--- config.mk ---
export PLATFORM = sky130hd
export DESIGN_NAME = config_image_blank_check
export DESIGN_NICKNAME = d
export VERILOG_FILES = /design/src/design/cibc_pkg.sv /design/src/design/config_image_blank_check.sv
export SDC_FILE = /design/constraint.sdc
export NUM_CORES = 1
export LEC_CHECK = 0
export BUFFER_PORTS_ARGS = -buffer_cell sky130_fd_sc_hd__buf_2
export CAP_MARGIN = 0
export CORE_MARGIN = 1.5
export CORE_UTILIZATION = 35
export CTS_CLUSTER_DIAMETER = 60
export CTS_CLUSTER_SIZE = 12
export DETAILED_ROUTE_END_ITERATION = 16
export GPL_ROUTABILITY_DRIVEN = 0
export PLACE_DENSITY = 0.62
export SYNTH_ARGS = -nofsm -noshare
export SYNTH_HDL_FRONTEND = slang
export SYNTH_SLANG_ARGS = --single-unit
--- constraint.sdc ---
create_clock -name clk -period 6.8 [get_ports clk]
set_input_delay 0.34 -clock clk [delete_from_list [all_inputs] [get_ports clk]]
set_output_delay 0.34 -clock clk [all_outputs]
set_load 0.01 [all_outputs]
--- src/design/cibc_pkg.sv ---
`timescale 1ns / 1ps
// Shared types and constants for the configuration image blank check block.
package cibc_pkg;

    localparam int MAX_BYTES  = 256;
    localparam int COUNT_W    = 9;
    localparam int LEN_W      = COUNT_W + 1;
    localparam int CFG_IDX_W  = 3;
    localparam int CFG_DATA_W = 9;

    localparam logic [COUNT_W-1:0] COUNT_MAX = {COUNT_W{1'b1}};

    typedef enum logic [CFG_IDX_W-1:0] {
        CFG_TOTAL_BYTES = 3'd0,
        CFG_SIG_A_INDEX = 3'd1,
        CFG_SIG_A_VALUE = 3'd2,
        CFG_SIG_B_INDEX = 3'd3,
        CFG_SIG_B_VALUE = 3'd4,
        CFG_TRIM_INDEX  = 3'd5,
        CFG_ID_INDEX    = 3'd6
    } cfg_index_t;

    typedef enum logic [1:0] {
        KIND_EMPTY        = 2'd0,
        KIND_PROGRAMMED   = 2'd1,
        KIND_UNRECOGNIZED = 2'd2
    } image_kind_t;

    typedef struct packed {
        logic [7:0]  pattern_id;
        image_kind_t image_kind;
    } result_t;

    localparam logic [8:0] RST_TOTAL_BYTES = 9'd256;
    localparam logic [7:0] RST_SIG_A_INDEX = 8'h7f;
    localparam logic [7:0] RST_SIG_A_VALUE = 8'h5a;
    localparam logic [7:0] RST_SIG_B_INDEX = 8'hff;
    localparam logic [7:0] RST_SIG_B_VALUE = 8'ha5;
    localparam logic [7:0] RST_TRIM_INDEX  = 8'hf7;
    localparam logic [7:0] RST_ID_INDEX    = 8'hfd;

endpackage

--- src/design/config_image_blank_check.sv ---
`timescale 1ns / 1ps
// Configuration image blank check: classifies a readback image byte stream.
// Throughput: one byte per cycle while the output buffer has a free entry.
// The tlast byte's result is registered into the output buffer that drives m_tvalid.
// s_tready drops only while both output buffer entries hold results.
// Reset: rst_n clears the image state, output buffer and registers to defaults.
module config_image_blank_check
(
    input  logic        clk,
    input  logic        rst_n,
    input  logic        s_tvalid,
    output logic        s_tready,
    input  logic [7:0]  s_tdata,      // [7:0] data_byte
    input  logic        s_tlast,      // last_byte
    output logic        m_tvalid,
    input  logic        m_tready,
    output logic [15:0] m_tdata,      // [1:0] image_kind, [9:2] pattern_id, [15:10] zero
    input  logic        cfg_valid,
    output logic        cfg_ready,
    input  logic [cibc_pkg::CFG_IDX_W-1:0]  cfg_index,
    input  logic [cibc_pkg::CFG_DATA_W-1:0] cfg_data
);

    logic [8:0] total_reg;
    logic [7:0] sig_a_index_reg;
    logic [7:0] sig_a_value_reg;
    logic [7:0] sig_b_index_reg;
    logic [7:0] sig_b_value_reg;
    logic [7:0] trim_index_reg;
    logic [7:0] id_index_reg;

    logic [cibc_pkg::COUNT_W-1:0] count_reg, count_next;
    logic                         sig_ok_reg, sig_ok_next;
    logic                         nonzero_reg, nonzero_next;
    logic [7:0]                   id_reg, id_next;

    cibc_pkg::result_t out_reg, skid_reg, push_res;
    logic              out_valid_reg, skid_valid_reg;

    logic       in_accept, push;
    logic       trim_hit, sig_a_hit, sig_b_hit;
    logic [7:0] masked;
    logic [8:0] trim_pos1, id_pos1;
    logic [cibc_pkg::LEN_W-1:0] length;
    logic       length_bad;

    assign cfg_ready = 1'b1;
    assign s_tready  = !skid_valid_reg;
    assign in_accept = s_tvalid && s_tready;
    assign push      = in_accept && s_tlast;

    always_ff @(posedge clk or negedge rst_n)
    begin
        if (!rst_n)
        begin
            total_reg       <= cibc_pkg::RST_TOTAL_BYTES;
            sig_a_index_reg <= cibc_pkg::RST_SIG_A_INDEX;
            sig_a_value_reg <= cibc_pkg::RST_SIG_A_VALUE;
            sig_b_index_reg <= cibc_pkg::RST_SIG_B_INDEX;
            sig_b_value_reg <= cibc_pkg::RST_SIG_B_VALUE;
            trim_index_reg  <= cibc_pkg::RST_TRIM_INDEX;
            id_index_reg    <= cibc_pkg::RST_ID_INDEX;
        end
        else if (cfg_valid && cfg_ready)
        begin
            unique case (cibc_pkg::cfg_index_t'(cfg_index))
                cibc_pkg::CFG_TOTAL_BYTES: total_reg       <= cfg_data;
                cibc_pkg::CFG_SIG_A_INDEX: sig_a_index_reg <= cfg_data[7:0];
                cibc_pkg::CFG_SIG_A_VALUE: sig_a_value_reg <= cfg_data[7:0];
                cibc_pkg::CFG_SIG_B_INDEX: sig_b_index_reg <= cfg_data[7:0];
                cibc_pkg::CFG_SIG_B_VALUE: sig_b_value_reg <= cfg_data[7:0];
                cibc_pkg::CFG_TRIM_INDEX:  trim_index_reg  <= cfg_data[7:0];
                cibc_pkg::CFG_ID_INDEX:    id_index_reg    <= cfg_data[7:0];
                default: ;
            endcase
        end
    end

    always_comb
    begin
        trim_pos1 = {1'b0, trim_index_reg} + 9'd1;
        id_pos1   = {1'b0, id_index_reg} + 9'd1;
        trim_hit  = (count_reg == {1'b0, trim_index_reg}) || (count_reg == trim_pos1);
        masked    = trim_hit ? 8'd0 : s_tdata;
        sig_a_hit = (count_reg == {1'b0, sig_a_index_reg});
        sig_b_hit = (count_reg == {1'b0, sig_b_index_reg});

        sig_ok_next = sig_ok_reg;
        if (sig_a_hit && (masked != sig_a_value_reg))
            sig_ok_next = 1'b0;
        if (sig_b_hit && (masked != sig_b_value_reg))
            sig_ok_next = 1'b0;

        nonzero_next = nonzero_reg || (!sig_a_hit && !sig_b_hit && (masked != 8'd0));

        id_next = id_reg;
        if (count_reg == {1'b0, id_index_reg})
            id_next[0] = s_tdata[7];
        if (count_reg == id_pos1)
            id_next[7:1] = s_tdata[6:0];

        length     = {1'b0, count_reg} + cibc_pkg::LEN_W'(1);
        length_bad = (length != {1'b0, total_reg})
                     || (length > cibc_pkg::LEN_W'(cibc_pkg::MAX_BYTES));

        if (length_bad)
        begin
            push_res.image_kind = cibc_pkg::KIND_UNRECOGNIZED;
            push_res.pattern_id = 8'd0;
        end
        else
        begin
            if (!sig_ok_next)
                push_res.image_kind = cibc_pkg::KIND_UNRECOGNIZED;
            else if (nonzero_next)
                push_res.image_kind = cibc_pkg::KIND_PROGRAMMED;
            else
                push_res.image_kind = cibc_pkg::KIND_EMPTY;
            push_res.pattern_id = id_next;
        end

        count_next = (count_reg == cibc_pkg::COUNT_MAX) ? count_reg : count_reg + 9'd1;
    end

    // Advance the image state on each byte; clear it after the last one.
    always_ff @(posedge clk or negedge rst_n)
    begin
        if (!rst_n)
        begin
            count_reg   <= '0;
            sig_ok_reg  <= 1'b1;
            nonzero_reg <= 1'b0;
            id_reg      <= 8'd0;
        end
        else if (in_accept)
        begin
            if (s_tlast)
            begin
                count_reg   <= '0;
                sig_ok_reg  <= 1'b1;
                nonzero_reg <= 1'b0;
                id_reg      <= 8'd0;
            end
            else
            begin
                count_reg   <= count_next;
                sig_ok_reg  <= sig_ok_next;
                nonzero_reg <= nonzero_next;
                id_reg      <= id_next;
            end
        end
    end

    always_ff @(posedge clk or negedge rst_n)
    begin
        if (!rst_n)
        begin
            out_valid_reg  <= 1'b0;
            skid_valid_reg <= 1'b0;
        end
        else if (skid_valid_reg)
        begin
            if (m_tready)
                skid_valid_reg <= 1'b0;
        end
        else if (push)
        begin
            if (out_valid_reg && !m_tready)
                skid_valid_reg <= 1'b1;
            else
                out_valid_reg <= 1'b1;
        end
        else if (m_tready)
        begin
            out_valid_reg <= 1'b0;
        end
    end

    always_ff @(posedge clk)
    begin
        if (skid_valid_reg)
        begin
            if (m_tready)
                out_reg <= skid_reg;
        end
        else if (push)
        begin
            if (out_valid_reg && !m_tready)
                skid_reg <= push_res;
            else
                out_reg <= push_res;
        end
    end

    assign m_tvalid = out_valid_reg;
    assign m_tdata  = {6'd0, out_reg};

endmodule

# ---- Word-level counts from Yosys, hierarchy flattened
# Cells that the tools add are included.
# Widths: inputs -> output; s select.
dict set report word_totals {
  ff_bits 98
  inputBits 26
  out_inout_bits 19
  elab_cells 96
}
dict set report op_classes {
  add_sub_neg 4
  n_lt_le_gt_ge 1
  n_eq_ne 20
  mux 24
  bitwise_logic 1
  reduce_logical 29
}
# cell count
set ops {}
lappend ops {{$mux 10} 5}
lappend ops {{$eq 9x8->1} 4}
lappend ops {{$add 8x1->9 const B} 2}
lappend ops {{$eq 9x9->1} 2}
lappend ops {{$mux 9} 2}
lappend ops {{$mux 8} 2}
lappend ops {{$ne 8x8->1} 2}
lappend ops {{$reduce_and 2->1} 8}
lappend ops {{$mux 1} 13}
lappend ops {{$add 9x1->10 const B} 1}
lappend ops {{$gt 10x9->1 const B} 1}
lappend ops {{$ne 10x9->1} 1}
lappend ops {{$add 9x1->9 const B} 1}
lappend ops {{$eq 3x3->1 const B} 3}
lappend ops {{$eq 9x9->1 const B} 1}
lappend ops {{$reduce_and 3->1} 3}
lappend ops {{$ne 2x2->1 const B} 4}
lappend ops {{$reduce_bool 8->1} 1}
lappend ops {{$logic_and 1x1->1} 7}
lappend ops {{$mux 7} 1}
lappend ops {{$eq 3x2->1 const B} 2}
lappend ops {{$logic_not 1->1} 4}
lappend ops {{$reduce_bool 2->1} 2}
lappend ops {{$eq 3x1->1 const B} 1}
lappend ops {{4 further kinds} 6}

# ---- Logic depth before layout (Yosys ltp)
dict set report depth {
  word_depth 13
  ltp_mapped 12
  depth_no_buf 12
}

# ---- Worst setup path after synthesis
# Ideal clock, no wire load.
dict set report synth_path {
  path_kind {register to register}
  startpoint {reg count_reg[0] (netlist bit)}
  endpoint {reg out_reg, in the netlist m_tdata[0] (data pin)}
  setup_ns 0.129
  arrival_time_ns 2.672
  t_required_ns 6.671
  slack_ns 3.999
  path_stages_with_launch 13
  path_buffers 0
  period_less_slack_ns 2.801
  path_cell_list {dfrtp_1 ha_1 nand3_2 nor3_2 and3_1 ha_1 xnor2_1 nand4_1 a2111oi_0 o2111ai_1 nor2_1 and4_4 mux2_4}
}
# element line_no
set synth_lines {}
lappend synth_lines {{start, declared} config_image_blank_check.sv:32} ;# logic [cibc_pkg::COUNT_W-1:0] count_reg, count_next;
lappend synth_lines {{start signal, assigned} config_image_blank_check.sv:146} ;# count_reg <= count_next;
lappend synth_lines {{end signal, assigned} config_image_blank_check.sv:184} ;# out_reg <= skid_reg;
lappend synth_lines {{end signal, assigned} config_image_blank_check.sv:191} ;# out_reg <= push_res;
lappend synth_lines {{end, declared} config_image_blank_check.sv:37} ;# cibc_pkg::result_t out_reg, skid_reg, push_res;

==> impl_metrics.yaml <==
die:
  die_h_um: 129.8
  std_cell_rows: 46
  die_outline_area_um2: 16850
  core_area_um2: 15770
  die_w_um: 129.8
  floorplan.initialDensity_pct: 35.68
  boundaryPins: 45
logic_synthesis:
  yosysSeqAreaShare_pct: 46.23
  synth_top_cell_by_area: "sky130_fd_sc_hd__dfstp_2"
  synth_area_um2: 5627
  yosysUniqueCellTypes: 63
  yosys_warnings: 0
  number_of_enable_type_register_cells_in_the_synthesized_netlist: 20
  synth.top_cell.area_share_pct: 18.21
  synth.ff_latch_count: 98
  synth-async-reset-ratio_pct: 79.59
  synthesis.area_per_instance_um2: 10.58
  dominantRegCellSynth: "sky130_fd_sc_hd__dfstp_2"
  netlist_top_cells_area: "sky130_fd_sc_hd__dfstp_2 (18%), sky130_fd_sc_hd__dfrtp_1 (17%), sky130_fd_sc_hd__edfxtp_1 (11%)"
  postSynthCellCount: 532
routing:
  dr.pass1.iters: 4
  detailroute.via_count: 4131
  post_route_drc_violation_count: 0
  drtIter0Drc: 245
  wl_per_cell_um: 17.22
  avgViaCountPerCell: 5.296
  route.final.wire_length_um: 13430
  final_antenna_net_count: 0
placed_design:
  placed_cells_incl_taps: 764
  postPlaceCellArea_um2: 5961
  detailed_place_hpwl_um: 9940
  place.port_buffers: 37
layout:
  final_layout_size_suffix_gt1_share_pct: 28.01
  final_net_count: 590
  final_cell_utilization_of_the_core_pct: 39.80
  final_cell_count_no_fill: 780
  fillers: 1550
  final_std_cell_area_no_fill_um2: 6277
  number_of_diodes: 0
  area.growth.synth_to_final_pct: 11.56
worst_setup_path:
  r2r_slack_ps: 2710
  crit_path_max_fanout: 12
  timing.reg2reg.worst_path_depth: 12
  crit_path_frequent_cell: "sky130_fd_sc_hd__ha_1"
  cp-endpoint: "m_tdata[0]"
  worst_r2r_startpoint: "count_reg[1]"
  critical_path.slowest_cell: "sky130_fd_sc_hd__dfrtp_1"
  critPathRequiredTime_ps: 7030
  cp_cell_sequence: "ha_1 > nand3_2 > nor3_2 > and3_1 > ha_1 > xnor2_1 > nand4_1 > a2111oi_0 > o2111ai_1 > nor2_1 > and4_4 > mux2_4"
  critical_path_arrival_ps: 4320
  end_kind: "flop"
  critical_path.max_stage_delay_ps: 640
  worstSetupStartpointType: "flop"
  crit_type: "flop to flop"
  worst_setup_path_startpoint: "count_reg[1]"
  rr_endpoint: "m_tdata[0]"
clocking:
  cts_hold_repair.buffers: 0
  cts_root_buf: "sky130_fd_sc_hd__clkbuf_16"
  cts-root-to-sink-buffers: 2
  cts-buffers-inserted: 9
  post_cts.resized_instances: 0
  clock_sinks: 98
  clk_latency_ps: 360
  cts_post_setup_buffers_inserted: 0
  clk_pin_slew_ps: 60
  cts_tree: "done"
  cts-htree-levels: 3
power_and_ir_drop:
  leakage_uw: 0.002445
  ir_worst_vdd_v: 0.0001292
  power-per-cell-area_nw_per_um2: 276.5
sta:
  timing.max_slew.rel_slack_pct: 29.07
  max_slew_violation_count: 0
  grt_setup_unrepaired: "no"
  period_minus_slack_ps: 4090
  finalSetupViolCount: 0
  final.setup_skew_ps: 9.549
  min_period_over_period_pct: 60.15
  totalNegativeSetupSlack_ps: 0
  clock.fmax_mhz: 244.5
  hold_ws_ps: 148.0
  worst_pin_slew_ps: 1056
  finalHoldViolCount: 0
min_path:
  min_path_type: "input port to asynchronous set/reset pin"
global_route:
  first_global_vias: 4167
  overflow: 0
  pin_count_of_the_biggest_net_entering_global_routing: 79
  antenna_violations_before_repair: 0
  groute.usage.overall_pct: 17.05
  grt_pass1_wl_um: 21920
status:
  result_of_the_run: "finished, final reports clean"
job:
  drv.max_cap_violation_count: 0
==> placed cells by master (no fill, tap or decap), types with 3 or more instances in the layout <==
master,count
sky130_fd_sc_hd__buf_4,6
sky130_fd_sc_hd__xor2_1,20
sky130_fd_sc_hd__a211oi_1,3
sky130_fd_sc_hd__ha_1,5
sky130_fd_sc_hd__dfstp_2,39
sky130_fd_sc_hd__edfxtp_1,20
sky130_fd_sc_hd__o221ai_1,3
sky130_fd_sc_hd__nor3b_1,4
sky130_fd_sc_hd__a21oi_1,12
sky130_fd_sc_hd__conb_1,7
sky130_fd_sc_hd__o21ai_1,8
sky130_fd_sc_hd__nand2b_1,4
sky130_fd_sc_hd__dfrtp_1,39
sky130_fd_sc_hd__clkbuf_16,9
sky130_fd_sc_hd__nor2_1,23
sky130_fd_sc_hd__or4_1,3
sky130_fd_sc_hd__nand2_1,40
sky130_fd_sc_hd__inv_1,23
sky130_fd_sc_hd__nand4b_1,4
sky130_fd_sc_hd__o31ai_1,6
sky130_fd_sc_hd__nand4_1,12
sky130_fd_sc_hd__nor3_1,8
sky130_fd_sc_hd__o21ai_0,36
sky130_fd_sc_hd__xnor2_1,42
sky130_fd_sc_hd__nand3_1,12
sky130_fd_sc_hd__a31oi_1,7
sky130_fd_sc_hd__mux2i_1,11
sky130_fd_sc_hd__a22oi_1,5
sky130_fd_sc_hd__a2bb2oi_1,4
sky130_fd_sc_hd__nor4_1,14
sky130_fd_sc_hd__buf_2,36
sky130_fd_sc_hd__mux2_2,52
sky130_fd_sc_hd__or3_1,3
sky130_fd_sc_hd__clkinvlp_2,3
sky130_fd_sc_hd__a22o_1,9
==> final cells by class <==
cell class / instances / area [um2] / area share, %
timing repair buffer: 42 / 225.2 / 3.588
sequential: 98 / 2601 / 41.44
clock inverter: 7 / 91.34 / 1.455
clock buffer: 9 / 225.2 / 3.588
tap: 216 / 270.3 / 4.305
inverter: 24 / 90.09 / 1.435
multi-input combinational: 384 / 2774 / 44.19
==> routing by layer <==
layer	global-route usage [%]	up-vias	part of all wire, %
li1	-	1969	-
met1	22.18	2029	45
met2	26.86	105	47
met3	3.526	28	4.1
met4	8.889	0	3.1
met5	0	-	0
==> where the power goes <==
part	total (uW)	switching [uW]	internal, uW
registers	840	111	729
logic	354	175	179
clock network	541	221	320
==> how the worst min path moves through the flow <==
stage                              end  cells past startpoint
after detailed placement     id_reg[0]                      2
after global routing      total_reg[0]                      1
final                     total_reg[0]                      1
after global placement       id_reg[0]                      2
after CTS                 total_reg[0]                      1
after floorplan           count_reg[0]                      0
==> stage by stage <==
step	power [uW]	setup WS, ps
after floorplan	1092	3999
after global placement	1187	2929
after detailed placement	1203	2710
after CTS	1752	2699
after global routing	1830	2326
final	1736	2710
==> logic make-up (layout without fill, tap and decap cells) <==
family | after synthesis | after routing | share of synthesized area [%]
muxes | 64 | 64 | 12.63
buffers and inverters | 55 | 82 | 4.803
other | 2 | 7 | 0.1335
DFF | 98 | 98 | 46.23
and+or+nand+nor | 141 | 141 | 13.48
xor gates and xnor gates | 62 | 62 | 9.651
adders and majority gates | 5 | 5 | 1.112
AOI/OAI and AO/OA | 105 | 105 | 11.96
==> critical path: cells and delay by family (launching register included) <==
kind,cells,cell delay (ps)
AND/OR/NAND/NOR,6,1450
AO/OA/AOI/OAI,2,900
flip-flops,1,640
adder cells (fa/ha/maj),2,640
XOR/XNOR,1,180
multiplexers,1,130
==> synthesized netlist by cell type (2+ instances only) <==
cell type / count
sky130_fd_sc_hd__a211oi_1: 3
sky130_fd_sc_hd__a21o_1: 2
sky130_fd_sc_hd__a21oi_1: 12
sky130_fd_sc_hd__a22o_1: 9
sky130_fd_sc_hd__a22oi_1: 5
sky130_fd_sc_hd__a2bb2oi_1: 4
sky130_fd_sc_hd__a31oi_1: 7
sky130_fd_sc_hd__buf_2: 8
sky130_fd_sc_hd__buf_4: 9
sky130_fd_sc_hd__clkbuf_1: 10
sky130_fd_sc_hd__conb_1: 2
sky130_fd_sc_hd__dfrtp_1: 39
sky130_fd_sc_hd__dfstp_2: 39
sky130_fd_sc_hd__edfxtp_1: 20
sky130_fd_sc_hd__ha_1: 5
sky130_fd_sc_hd__inv_1: 23
sky130_fd_sc_hd__mux2_2: 52
sky130_fd_sc_hd__mux2i_1: 11
sky130_fd_sc_hd__nand2_1: 40
sky130_fd_sc_hd__nand2b_1: 4
sky130_fd_sc_hd__nand3_1: 12
sky130_fd_sc_hd__nand3_2: 2
sky130_fd_sc_hd__nand4_1: 12
sky130_fd_sc_hd__nand4b_1: 4
sky130_fd_sc_hd__nor2_1: 23
sky130_fd_sc_hd__nor2b_1: 2
sky130_fd_sc_hd__nor3_1: 8
sky130_fd_sc_hd__nor3b_1: 4
sky130_fd_sc_hd__nor4_1: 14
sky130_fd_sc_hd__o21ai_0: 36
sky130_fd_sc_hd__o21ai_1: 8
sky130_fd_sc_hd__o221ai_1: 3
sky130_fd_sc_hd__o31ai_1: 6
sky130_fd_sc_hd__or3_1: 3
sky130_fd_sc_hd__or4_1: 3
sky130_fd_sc_hd__xnor2_1: 42
sky130_fd_sc_hd__xor2_1: 20
Note: power is estimated with default switching activity, not from simulation.
